File: config.mk
export PLATFORM = sky130hd
export DESIGN_NAME = ordered_list_insert_search_remove
export DESIGN_NICKNAME = d
export VERILOG_FILES = /design/src/rtl/olisr_pkg.sv /design/src/rtl/olisr_cell.sv /design/src/rtl/olisr_prefix.sv /design/src/rtl/ordered_list_insert_search_remove.sv
export SDC_FILE = /design/constraint.sdc
export NUM_CORES = 1
export LEC_CHECK = 0
export ABC_AREA = 1
export BUFFER_PORTS_ARGS = -buffer_cell sky130_fd_sc_hd__buf_2
export CORE_MARGIN = 1
export CORE_UTILIZATION = 35
export DETAILED_ROUTE_END_ITERATION = 10
export REMOVE_ABC_BUFFERS = 1
export SYNTH_ARGS = -nofsm -noshare
export SYNTH_HDL_FRONTEND = slang
export SYNTH_SLANG_ARGS = --single-unit
File: constraint.sdc
create_clock -name clk -period 4.9 [get_ports clk]
set_input_delay 0.98 -clock clk [delete_from_list [all_inputs] [get_ports clk]]
set_output_delay 0.98 -clock clk [all_outputs]
set_load 0.02 [all_outputs]
File: src/rtl/olisr_pkg.sv
// shared types and constants of the ordered list block
`default_nettype none
package olisr_pkg;

	localparam int unsigned VALUE_W = 32;
	localparam int unsigned POS_W   = 5;
	localparam int unsigned CNT_W   = 5;
	localparam int unsigned REQ_W   = 2;

	localparam logic [REQ_W-1:0] REQ_INSERT = 2'd0;
	localparam logic [REQ_W-1:0] REQ_SEARCH = 2'd1;
	localparam logic [REQ_W-1:0] REQ_REMOVE = 2'd2;

	typedef enum logic [1:0] {
		CELL_HOLD,
		CELL_CMP,
		CELL_INS,
		CELL_REM
	} cell_op_t;

	typedef struct packed {
		cell_op_t                   op;
		logic signed [VALUE_W-1:0] key;
	} cell_ctl_t;

endpackage
`default_nettype wire

File: src/rtl/olisr_cell.sv
// one list slot: stored value, valid flag and compare hit
`default_nettype none
module olisr_cell (
	input  wire logic                               clk,
	input  wire logic                               arst_n,
	input  wire olisr_pkg::cell_ctl_t               ctl,
	input  wire logic                               remove_here,
	input  wire logic signed [olisr_pkg::VALUE_W-1:0] prev_value,
	input  wire logic                               prev_valid,
	input  wire logic signed [olisr_pkg::VALUE_W-1:0] next_value,
	input  wire logic                               next_valid,
	output logic signed [olisr_pkg::VALUE_W-1:0]    value,
	output logic                                    valid,
	output logic                                    hit
);
	import olisr_pkg::*;

	logic signed [VALUE_W-1:0] value_q;
	logic                      valid_q;
	logic                      hit_q;

	// payload, no reset
	always_ff @(posedge clk) begin
		case (ctl.op)
			CELL_INS: value_q <= prev_value;
			CELL_REM: if (remove_here) begin
				value_q <= next_value;
			end
			default: value_q <= value_q;
		endcase
	end

	always_ff @(posedge clk or negedge arst_n) begin
		if (!arst_n) begin
			valid_q <= 1'b0;
			hit_q   <= 1'b0;
		end else begin
			case (ctl.op)
				CELL_CMP: hit_q <= valid_q && (value_q == ctl.key);
				CELL_INS: valid_q <= prev_valid;
				CELL_REM: if (remove_here) begin
					valid_q <= next_valid;
				end
				default: hit_q <= hit_q;
			endcase
		end
	end

	assign value = value_q;
	assign valid = valid_q;
	assign hit   = hit_q;

endmodule
`default_nettype wire

File: src/rtl/olisr_prefix.sv
// log-depth prefix or over cell hits and index of the first hit
`default_nettype none
module olisr_prefix #(
	parameter int unsigned N = 16
) (
	input  wire logic [N-1:0]         hit,
	output logic [N-1:0]              incl,
	output logic                      any_hit,
	output logic [$clog2(N)-1:0]      first_idx
);
	localparam int unsigned LV = $clog2(N);

	logic [N-1:0] lvl [0:LV];
	logic [N-1:0] first;
	logic [N-1:0] sel [0:LV-1];

	assign lvl[0] = hit;

	genvar l, i, b;
	generate
		for (l = 0; l < LV; l++) begin : g_lvl
			for (i = 0; i < N; i++) begin : g_or
				if (i >= (1 << l)) begin : g_take
					assign lvl[l+1][i] = lvl[l][i] | lvl[l][i-(1 << l)];
				end else begin : g_keep
					assign lvl[l+1][i] = lvl[l][i];
				end
			end
		end

		for (i = 0; i < N; i++) begin : g_first
			if (i == 0) begin : g_head
				assign first[i] = hit[i];
			end else begin : g_rest
				assign first[i] = hit[i] & ~lvl[LV][i-1];
			end
		end

		// each index bit is the or of one-hot positions that carry it
		for (b = 0; b < LV; b++) begin : g_enc
			for (i = 0; i < N; i++) begin : g_sel
				if (((i >> b) & 1) == 1) begin : g_on
					assign sel[b][i] = first[i];
				end else begin : g_off
					assign sel[b][i] = 1'b0;
				end
			end
			assign first_idx[b] = |sel[b];
		end
	endgenerate

	assign incl    = lvl[LV];
	assign any_hit = lvl[LV][N-1];

endmodule
`default_nettype wire

File: src/rtl/ordered_list_insert_search_remove.sv
// top level of the bounded most-recent-first list with insert, search and remove
//
// request channel: req_valid/req_ready carries one beat of req_type and
// item_value; 0 inserts at the head, 1 searches, 2 removes the first match
// from the head, 3 leaves the list alone and only reports count and emptiness.
// response channel: rsp_valid/rsp_ready carries one beat per request with
// found, position, dropped, entry_count and is_empty.
// each request passes the idle state, which takes the beat, the compare
// state, in which every cell compares its value with the key, and the
// update state, in which the prefix-or over the cell hits picks the first
// match and the cells shift (down on insert, up behind the match on remove)
// while the response register loads. a new request beat is taken only once
// the update state is done, so a request is finished before the next starts.
// the response register frees the request side: a new beat is taken while
// an earlier response still waits; if the receiver stalls, the next request
// waits in its update cycle until the response register is free.
// reset clears the valid flag of every cell and the entry count, so the
// list starts empty; stored values are not cleared.
`default_nettype none
module ordered_list_insert_search_remove #(
	parameter int unsigned LIST_DEPTH = 16
) (
	input  wire logic                                 clk,
	input  wire logic                                 arst_n,
	input  wire logic                                 req_valid,
	output logic                                      req_ready,
	input  wire logic [olisr_pkg::REQ_W-1:0]          req_type,
	input  wire logic signed [olisr_pkg::VALUE_W-1:0] item_value,
	output logic                                      rsp_valid,
	input  wire logic                                 rsp_ready,
	output logic                                      found,
	output logic [olisr_pkg::POS_W-1:0]               position,
	output logic                                      dropped,
	output logic [olisr_pkg::CNT_W-1:0]               entry_count,
	output logic                                      is_empty
);
	import olisr_pkg::*;

	localparam int unsigned IW = $clog2(LIST_DEPTH);
	localparam int unsigned CW = $clog2(LIST_DEPTH + 1);

	typedef enum logic [1:0] {
		ST_IDLE,
		ST_CMP,
		ST_UPD
	} state_t;

	state_t                    state_q;
	logic [REQ_W-1:0]          req_q;
	logic signed [VALUE_W-1:0] key_q;
	logic [CW-1:0]             count_q;

	// response register
	logic                      rsp_valid_q;
	logic                      found_q;
	logic [POS_W-1:0]          position_q;
	logic                      dropped_q;
	logic [CNT_W-1:0]          count_out_q;
	logic                      empty_q;

	// cell chain
	logic signed [VALUE_W-1:0] cell_value [0:LIST_DEPTH-1];
	logic [LIST_DEPTH-1:0]     cell_valid;
	logic [LIST_DEPTH-1:0]     cell_hit;
	logic [LIST_DEPTH-1:0]     incl;
	logic                      any_hit;
	logic [IW-1:0]             first_idx;
	cell_ctl_t                 ctl;

	logic                      req_fire;
	logic                      upd_go;
	logic                      full;
	logic                      do_ins;
	logic                      do_rem;
	logic                      is_find;
	logic [CW-1:0]             count_nxt;
	logic [IW+POS_W-1:0]       pos_ext;
	logic [CW+CNT_W-1:0]       cnt_ext;

	assign req_ready = (state_q == ST_IDLE);
	assign req_fire  = req_valid && req_ready;
	// update only when the response register can take the result
	assign upd_go    = (state_q == ST_UPD) && (!rsp_valid_q || rsp_ready);

	assign full    = (count_q == CW'(LIST_DEPTH));
	assign is_find = (req_q == REQ_SEARCH) || (req_q == REQ_REMOVE);
	assign do_ins  = (req_q == REQ_INSERT) && !full;
	assign do_rem  = (req_q == REQ_REMOVE) && any_hit;

	always_comb begin
		count_nxt = count_q;
		if (do_ins) begin
			count_nxt = count_q + CW'(1);
		end else if (do_rem) begin
			count_nxt = count_q - CW'(1);
		end
	end

	// both fields are reported modulo 32
	assign pos_ext = {{POS_W{1'b0}}, first_idx};
	assign cnt_ext = {{CNT_W{1'b0}}, count_nxt};

	// broadcast command to every cell
	always_comb begin
		ctl.key = key_q;
		ctl.op  = CELL_HOLD;
		if (state_q == ST_CMP) begin
			ctl.op = CELL_CMP;
		end else if (upd_go && do_ins) begin
			ctl.op = CELL_INS;
		end else if (upd_go && do_rem) begin
			ctl.op = CELL_REM;
		end
	end

	genvar i;
	generate
		for (i = 0; i < LIST_DEPTH; i++) begin : g_cell
			logic signed [VALUE_W-1:0] prev_value;
			logic                      prev_valid;
			logic signed [VALUE_W-1:0] next_value;
			logic                      next_valid;

			// head takes the key on insert
			if (i == 0) begin : g_head
				assign prev_value = key_q;
				assign prev_valid = 1'b1;
			end else begin : g_mid
				assign prev_value = cell_value[i-1];
				assign prev_valid = cell_valid[i-1];
			end

			// tail empties on remove
			if (i == LIST_DEPTH - 1) begin : g_tail
				assign next_value = '0;
				assign next_valid = 1'b0;
			end else begin : g_body
				assign next_value = cell_value[i+1];
				assign next_valid = cell_valid[i+1];
			end

			olisr_cell u_cell (
				.clk         (clk),
				.arst_n      (arst_n),
				.ctl         (ctl),
				.remove_here (incl[i]),
				.prev_value  (prev_value),
				.prev_valid  (prev_valid),
				.next_value  (next_value),
				.next_valid  (next_valid),
				.value       (cell_value[i]),
				.valid       (cell_valid[i]),
				.hit         (cell_hit[i])
			);
		end
	endgenerate

	// first match and everything behind it
	olisr_prefix #(
		.N (LIST_DEPTH)
	) u_prefix (
		.hit       (cell_hit),
		.incl      (incl),
		.any_hit   (any_hit),
		.first_idx (first_idx)
	);

	always_ff @(posedge clk or negedge arst_n) begin
		if (!arst_n) begin
			state_q     <= ST_IDLE;
			req_q       <= REQ_INSERT;
			key_q       <= '0;
			count_q     <= '0;
			rsp_valid_q <= 1'b0;
			found_q     <= 1'b0;
			position_q  <= '0;
			dropped_q   <= 1'b0;
			count_out_q <= '0;
			empty_q     <= 1'b1;
		end else begin
			// a beat taken while a new result loads keeps valid high
			if (rsp_valid_q && rsp_ready && !upd_go) begin
				rsp_valid_q <= 1'b0;
			end
			case (state_q)
				ST_IDLE: if (req_fire) begin
					req_q   <= req_type;
					key_q   <= item_value;
					state_q <= ST_CMP;
				end
				ST_CMP: state_q <= ST_UPD;
				ST_UPD: if (upd_go) begin
					count_q     <= count_nxt;
					rsp_valid_q <= 1'b1;
					found_q     <= is_find && any_hit;
					position_q  <= (is_find && any_hit) ? pos_ext[POS_W-1:0] : '0;
					dropped_q   <= (req_q == REQ_INSERT) && full;
					count_out_q <= cnt_ext[CNT_W-1:0];
					empty_q     <= (count_nxt == '0);
					state_q     <= ST_IDLE;
				end
				default: state_q <= ST_IDLE;
			endcase
		end
	end

	assign rsp_valid   = rsp_valid_q;
	assign found       = found_q;
	assign position    = position_q;
	assign dropped     = dropped_q;
	assign entry_count = count_out_q;
	assign is_empty    = empty_q;

endmodule
`default_nettype wire
Word level (Yosys, flattened, before mapping)
Index checks and enable logic that the tools add are counted.

Bits in registers: 594. Input bits: 38. Output and inout bits: 15. Logic and storage cells: 314.

Add/subtract/negate cells: 2. Equality and inequality tests: 42. Multiplexer cells: 76. Bitwise logic cells: 79. Reductions and logical operators: 58.

Operator list (number): one-hot mux 32 bit (2 select lines) (16); == test 32 bit (16); 2-to-1 mux 32 bit (16); OR 1 bit (49); AND reduction 2 bit (19); != test 2 x 1 -> 1 bit (second input constant) (16); one-hot mux 1 bit (2 select lines) (16); OR reduction 8 bit (4); logical AND 1 bit (26); 2-to-1 mux 1 bit (19); AND 1 bit (15); inverter 1 bit (15); 2-to-1 mux 2 bit (5); 2-to-1 mux 5 bit (2); == test 2 bit (second input constant) (4); == test 2 x 1 -> 1 bit (second input constant) (3); one-hot mux 2 bit (3 select lines) (1); adder 5 x 1 -> 5 bit (second input constant) (1); == test 5 bit (second input constant) (1); logical NOT 5 bit (1); subtractor 5 x 1 -> 5 bit (second input constant) (1); logical NOT 2 bit (2); 2-to-1 mux 4 bit (1); != test 2 bit (second input constant) (2); 3 further kinds (6).

Depth between registers and ports, before layout
Depth in word-level cells: 12. Gate-level depth with buffers: 12. Mapped depth without buffers: 12.

Modules after synthesis
A second synthesis with hierarchy kept.

Cell total of the unflattened synthesis: 3825. Area, all modules: 37571.0 um^2.

By module, submodules not included: olisr_cell (times used 16, cells an instance 217, area an instance 2182.1 um^2, seq. area each 1011.0 um^2); ordered_list_insert_search_remove (times used 1, cells an instance 264, area an instance 2218.4 um^2, seq. area each 1227.4 um^2); olisr_prefix (times used 1, cells an instance 89, area an instance 439.2 um^2, seq. area each 0.0 um^2).

Least setup slack after synthesis
OpenSTA, ideal clock, no wires.

Path type: input -> register. From: input rsp_ready. To: register g_cell[10].u_cell.value_q[0], enable pin. Library setup time: 0.444 ns. Arrival time: 3.316 ns. Data required time: 4.456 ns. Slack: 1.140 ns. Stages on the path: 7. Buffers on the path: 1. Path through: inv_1 -> nand2_1 -> nand2_2 -> nor2_1 -> inv_1 -> clkbuf_2 -> a31oi_1.

Cells in the longest elaborated chain, start to end: 9. Elaborated cells on any way between the ends: 12. Those cells by class: eq/ne: 3; mux: 3; reduce/logical: 6.

RTL lines: start, declared (line ordered_list_insert_search_remove.sv:30) `input wire logic rsp_ready,`; logical OR 1 bit * (line ordered_list_insert_search_remove.sv:83) `assign upd_go = (state_q == ST_UPD) && (!rsp_valid_q || rsp_ready);`; logical AND 1 bit * (line ordered_list_insert_search_remove.sv:83); logical AND 1 bit (line ordered_list_insert_search_remove.sv:111) `end else if (upd_go && do_rem) begin`; 2-to-1 mux 2 bit (line ordered_list_insert_search_remove.sv:111); 2-to-1 mux 2 bit * (line ordered_list_insert_search_remove.sv:109) `end else if (upd_go && do_ins) begin`; 2-to-1 mux 2 bit * (line ordered_list_insert_search_remove.sv:107) `if (state_q == ST_CMP) begin`; == test 2 bit (line olisr_cell.sv:24) `case (ctl.op)`; != test 2 x 1 -> 1 bit (no line) or nonzero test 2 bit (tied branches); AND reduction 2 bit (no line) *; end signal, assigned (line olisr_cell.sv:25) `CELL_INS: value_q <= prev_value;`; end signal, assigned (line olisr_cell.sv:27) `value_q <= next_value;`; end signal, assigned (line olisr_cell.sv:29) `default: value_q <= value_q;`; end, declared (line olisr_cell.sv:18) `logic signed [VALUE_W-1:0] value_q;`.

Mark *: on every way between the ends. The rest lies on a longest branch, timed or not. A chain may end at the register's enable or synchronous reset.

==> reports/summary.json <==
{
  "cts.repair.resized": 0,
  "holdWs_ps": 471,
  "crit_required_ps": 5210,
  "max_clock_freq_ghz": 0.295,
  "worst_r2r_startpoint": "entry_count[0]",
  "vias": 24212,
  "syn2layout_area_growth_pct": 11.3,
  "synth_top_cell_by_area": "sky130_fd_sc_hd__edfxtp_1",
  "ys_async_sr_fraction_pct": 13.7,
  "route.detailed.wl_per_inst_um": 20.8,
  "rsz0062_at_grt": "no",
  "clk_transition_reported_paths_ps": 60,
  "chipHeight_um": 303,
  "critical_path_peak_fanout": 22,
  "worstSetupStartpointType": "flop",
  "synth_area_leaders": "sky130_fd_sc_hd__edfxtp_1 (49%), sky130_fd_sc_hd__nand2_1 (12%), sky130_fd_sc_hd__o21ai_0 (6.5%), sky130_fd_sc_hd__dfrtp_1 (6.3%), sky130_fd_sc_hd__xnor2_1 (6.1%)",
  "rows": 109,
  "drt-initial-drc-count": 2723,
  "setup-violations-final": 0,
  "worst_slack_ps": 1510,
  "crit_start": "entry_count[0]",
  "multiInputGateArea_sq_mm": 0.0119,
  "cts_hold_buf": 0,
  "routed_via_density": 5.17,
  "synth_cells": 3477,
  "fin_area_sq_mm": 0.0352,
  "worstReg2RegEnd": "g_cell[2].u_cell.value[19]",
  "finish.cell_count_without_fillers": 4680,
  "final_max_slew_viol_count": 0,
  "cts_buffers": 70,
  "synth.distinct_cells": 39,
  "crit_path_end_kind": "flop",
  "cap_viol_max_count": 0,
  "worst_pin_slew_ps": 1110,
  "placeableCoreArea_sq_mm": 0.0889,
  "pwr_density_cell_mw_per_mm2": 470,
  "layout-drive-gt1-share_pct": 6.77,
  "min_path_type": "reg2reg",
  "syn-mean-instance-area_sq_um": 9.09,
  "yosysMostFrequentCell": "sky130_fd_sc_hd__nand2_1",
  "hold_viol_final": 0,
  "post-route-period-util_pct": 69.3,
  "number_of_nets_in_the_final_layout": 3500,
  "cts-root-buf": "sky130_fd_sc_hd__clkbuf_16",
  "clkLatencyLatePin_ps": 620,
  "route.detailed.drc": 0,
  "post_cts.repair.setup_buffers": 0,
  "placedCellCount": 4551,
  "quantity_of_i_o_buffers_inserted_on_ports": 51,
  "post-place-ws_ps": 1270,
  "first_pass_grt_wire_length_um": 146000,
  "placedInstanceArea_sq_mm": 0.0330,
  "worst_r2r_path_depth": 8,
  "synth.yosys.warnings": 0,
  "grt-ovfl-total": 0,
  "wirelength_um": 97200,
  "status": "finished, final reports clean",
  "clock_sinks": 593,
  "finalCoreUtilization_pct": 39.6,
  "crit_path_class": "reg2reg",
  "antenna_found_initial": 6,
  "grt_max_degree": 136,
  "place_congestion": 0.934,
  "drtPass1Iterations": 8,
  "initial_cell_density_of_the_core_pct": 35.6,
  "synth_enable_flop_cells": 512,
  "clk_path_buf_depth": 3,
  "clock_tree_from_tritoncts": "built",
  "top_level_ports": 53,
  "antenna_violating_nets_post_route": 0,
  "grt_pass1_vias": 23051,
  "fin_skew_ps": 26.0,
  "globalRouteTotalUtil_pct": 21.2,
  "postSynth.topFlopCell": "sky130_fd_sc_hd__edfxtp_1",
  "power_leakage_nw": 13.9,
  "cp.arrival_ps": 3700,
  "ys_top_cells_by_count": "sky130_fd_sc_hd__nand2_1 (972), sky130_fd_sc_hd__edfxtp_1 (512), sky130_fd_sc_hd__o21ai_0 (413), sky130_fd_sc_hd__inv_1 (375), sky130_fd_sc_hd__xnor2_1 (221)",
  "vdd_drop_max_uv": 233,
  "timing.max_slew.rel_slack_pct": 26.1,
  "final.fill_count": 8842,
  "sequential_cell_area_sq_mm": 0.0174,
  "mappedNetlistArea_sq_mm": 0.0316,
  "ff2ff_setup_slack_ps": 1510,
  "ys_ff_latch": 593,
  "netlist.area_leader.share_pct": 48.6,
  "worst_setup_path_endpoint": "g_cell[2].u_cell.value[19]",
  "die-area_sq_mm": 0.0916,
  "maximum_level_of_the_cts_h_tree": 3,
  "seq_area_frac_synth_pct": 55.0,
  "chipWidth_um": 303,
  "dpl.hpwl_um": 67600,
  "finalCriticalPeriod_ps": 3390
}
registers in the layout, summed over array words and instances, names as in the netlist:
signal,cells
entry_count,5
rsp_valid,1
found,1
req_q,2
g_cell.u_cell.value,512
state_q,2
g_cell.u_cell.valid,16
position,4
g_cell.u_cell.hit,16
dropped,1
g_cell.prev_value,32
is_empty,1
logic make-up after synthesis:
logic type / after synthesis / share of synthesized area (%)
compound gates: 605 / 9.80
xor+xnor: 335 / 9.28
fa+ha+maj: 4 / 0.158
buf+inv: 578 / 7.92
flops: 593 / 55.0
other cells: 1 / 0.0119
simple gates: 1361 / 17.8
per-layer routing:
layer	track usage, %	routed length [um]	vias to the layer above
li1	-	-	11483
met1	29.1	42500	11694
met2	35.0	45700	914
met3	3.32	6850	113
met4	5.04	2090	8
met5	0	55	-
per-stage QoR:
stage,power [W],setup TNS (ps)
6_report,0.0165,0
5_1_grt,0.0173,0
4_1_cts,0.0166,0
3_5_place_dp,0.0116,0
3_3_place_gp,0.0115,0
2_1_floorplan,0.00960,-2912640
cell usage in the layout (no fill, tap or decap), types with 21 or more instances in the layout:
| cell type | netlist | routed |
|---|---|---|
| sky130_fd_sc_hd__buf_2 | 91 | 50 |
| sky130_fd_sc_hd__buf_4 | 23 | 42 |
| sky130_fd_sc_hd__clkbuf_1 | 49 | 21 |
| sky130_fd_sc_hd__clkbuf_16 | 0 | 73 |
| sky130_fd_sc_hd__dfrtp_1 | 80 | 80 |
| sky130_fd_sc_hd__edfxtp_1 | 512 | 512 |
| sky130_fd_sc_hd__inv_1 | 375 | 373 |
| sky130_fd_sc_hd__nand2_1 | 972 | 972 |
| sky130_fd_sc_hd__nand3_1 | 86 | 86 |
| sky130_fd_sc_hd__nand4_1 | 90 | 90 |
| sky130_fd_sc_hd__nor2_1 | 122 | 121 |
| sky130_fd_sc_hd__nor3_1 | 60 | 60 |
| sky130_fd_sc_hd__o21ai_0 | 413 | 413 |
| sky130_fd_sc_hd__o21ai_1 | 136 | 129 |
| sky130_fd_sc_hd__o22ai_1 | 22 | 22 |
| sky130_fd_sc_hd__xnor2_1 | 221 | 221 |
| sky130_fd_sc_hd__xor2_1 | 114 | 114 |
worst max-delay path, cell delays in order, from the launching register on:
cell and delay [ps]:
sky130_fd_sc_hd__dfrtp_1 440, sky130_fd_sc_hd__inv_1 140, sky130_fd_sc_hd__ha_1 250, sky130_fd_sc_hd__nand3_1 130, sky130_fd_sc_hd__nand2_2 220, sky130_fd_sc_hd__nor2_1 250, sky130_fd_sc_hd__inv_1 510, sky130_fd_sc_hd__a31oi_4 820
sky130_fd_sc_hd__buf_12 270
area by class of cell:
cell class                 count  share of cell area (%)
clock inverter                20                   0.331
inverter                     384                    4.12
sequential                   593                    49.4
clock buffer                 107                    5.92
multi-input combinational   2306                    33.8
timing repair buffer         103                    2.23
antenna                        2                  0.0142
tap                         1165                    4.14
report_power, final:
part           total (W)  switching [W]  internal [W]
Sequential       0.00691       0.000743       0.00617
Combinational    0.00459        0.00305       0.00153
Clock            0.00505        0.00212       0.00293
worst min-delay path by stage:
| stage | from | slack (ps) | end | depth (start not counted) |
|---|---|---|---|---|
| 2_1_floorplan | g_cell[2].u_cell.hit | 470 | g_cell[2].u_cell.hit | 2 |
| 3_3_place_gp | is_empty | 460 | is_empty | 2 |
| 3_5_place_dp | is_empty | 460 | is_empty | 2 |
| 4_1_cts | is_empty | 470 | is_empty | 2 |
| 5_1_grt | arst_n | 520 | g_cell[0].prev_value[2] | 1 |
| 6_report | is_empty | 470 | is_empty | 2 |
No activity file was read; power rests on OpenSTA's default activity.
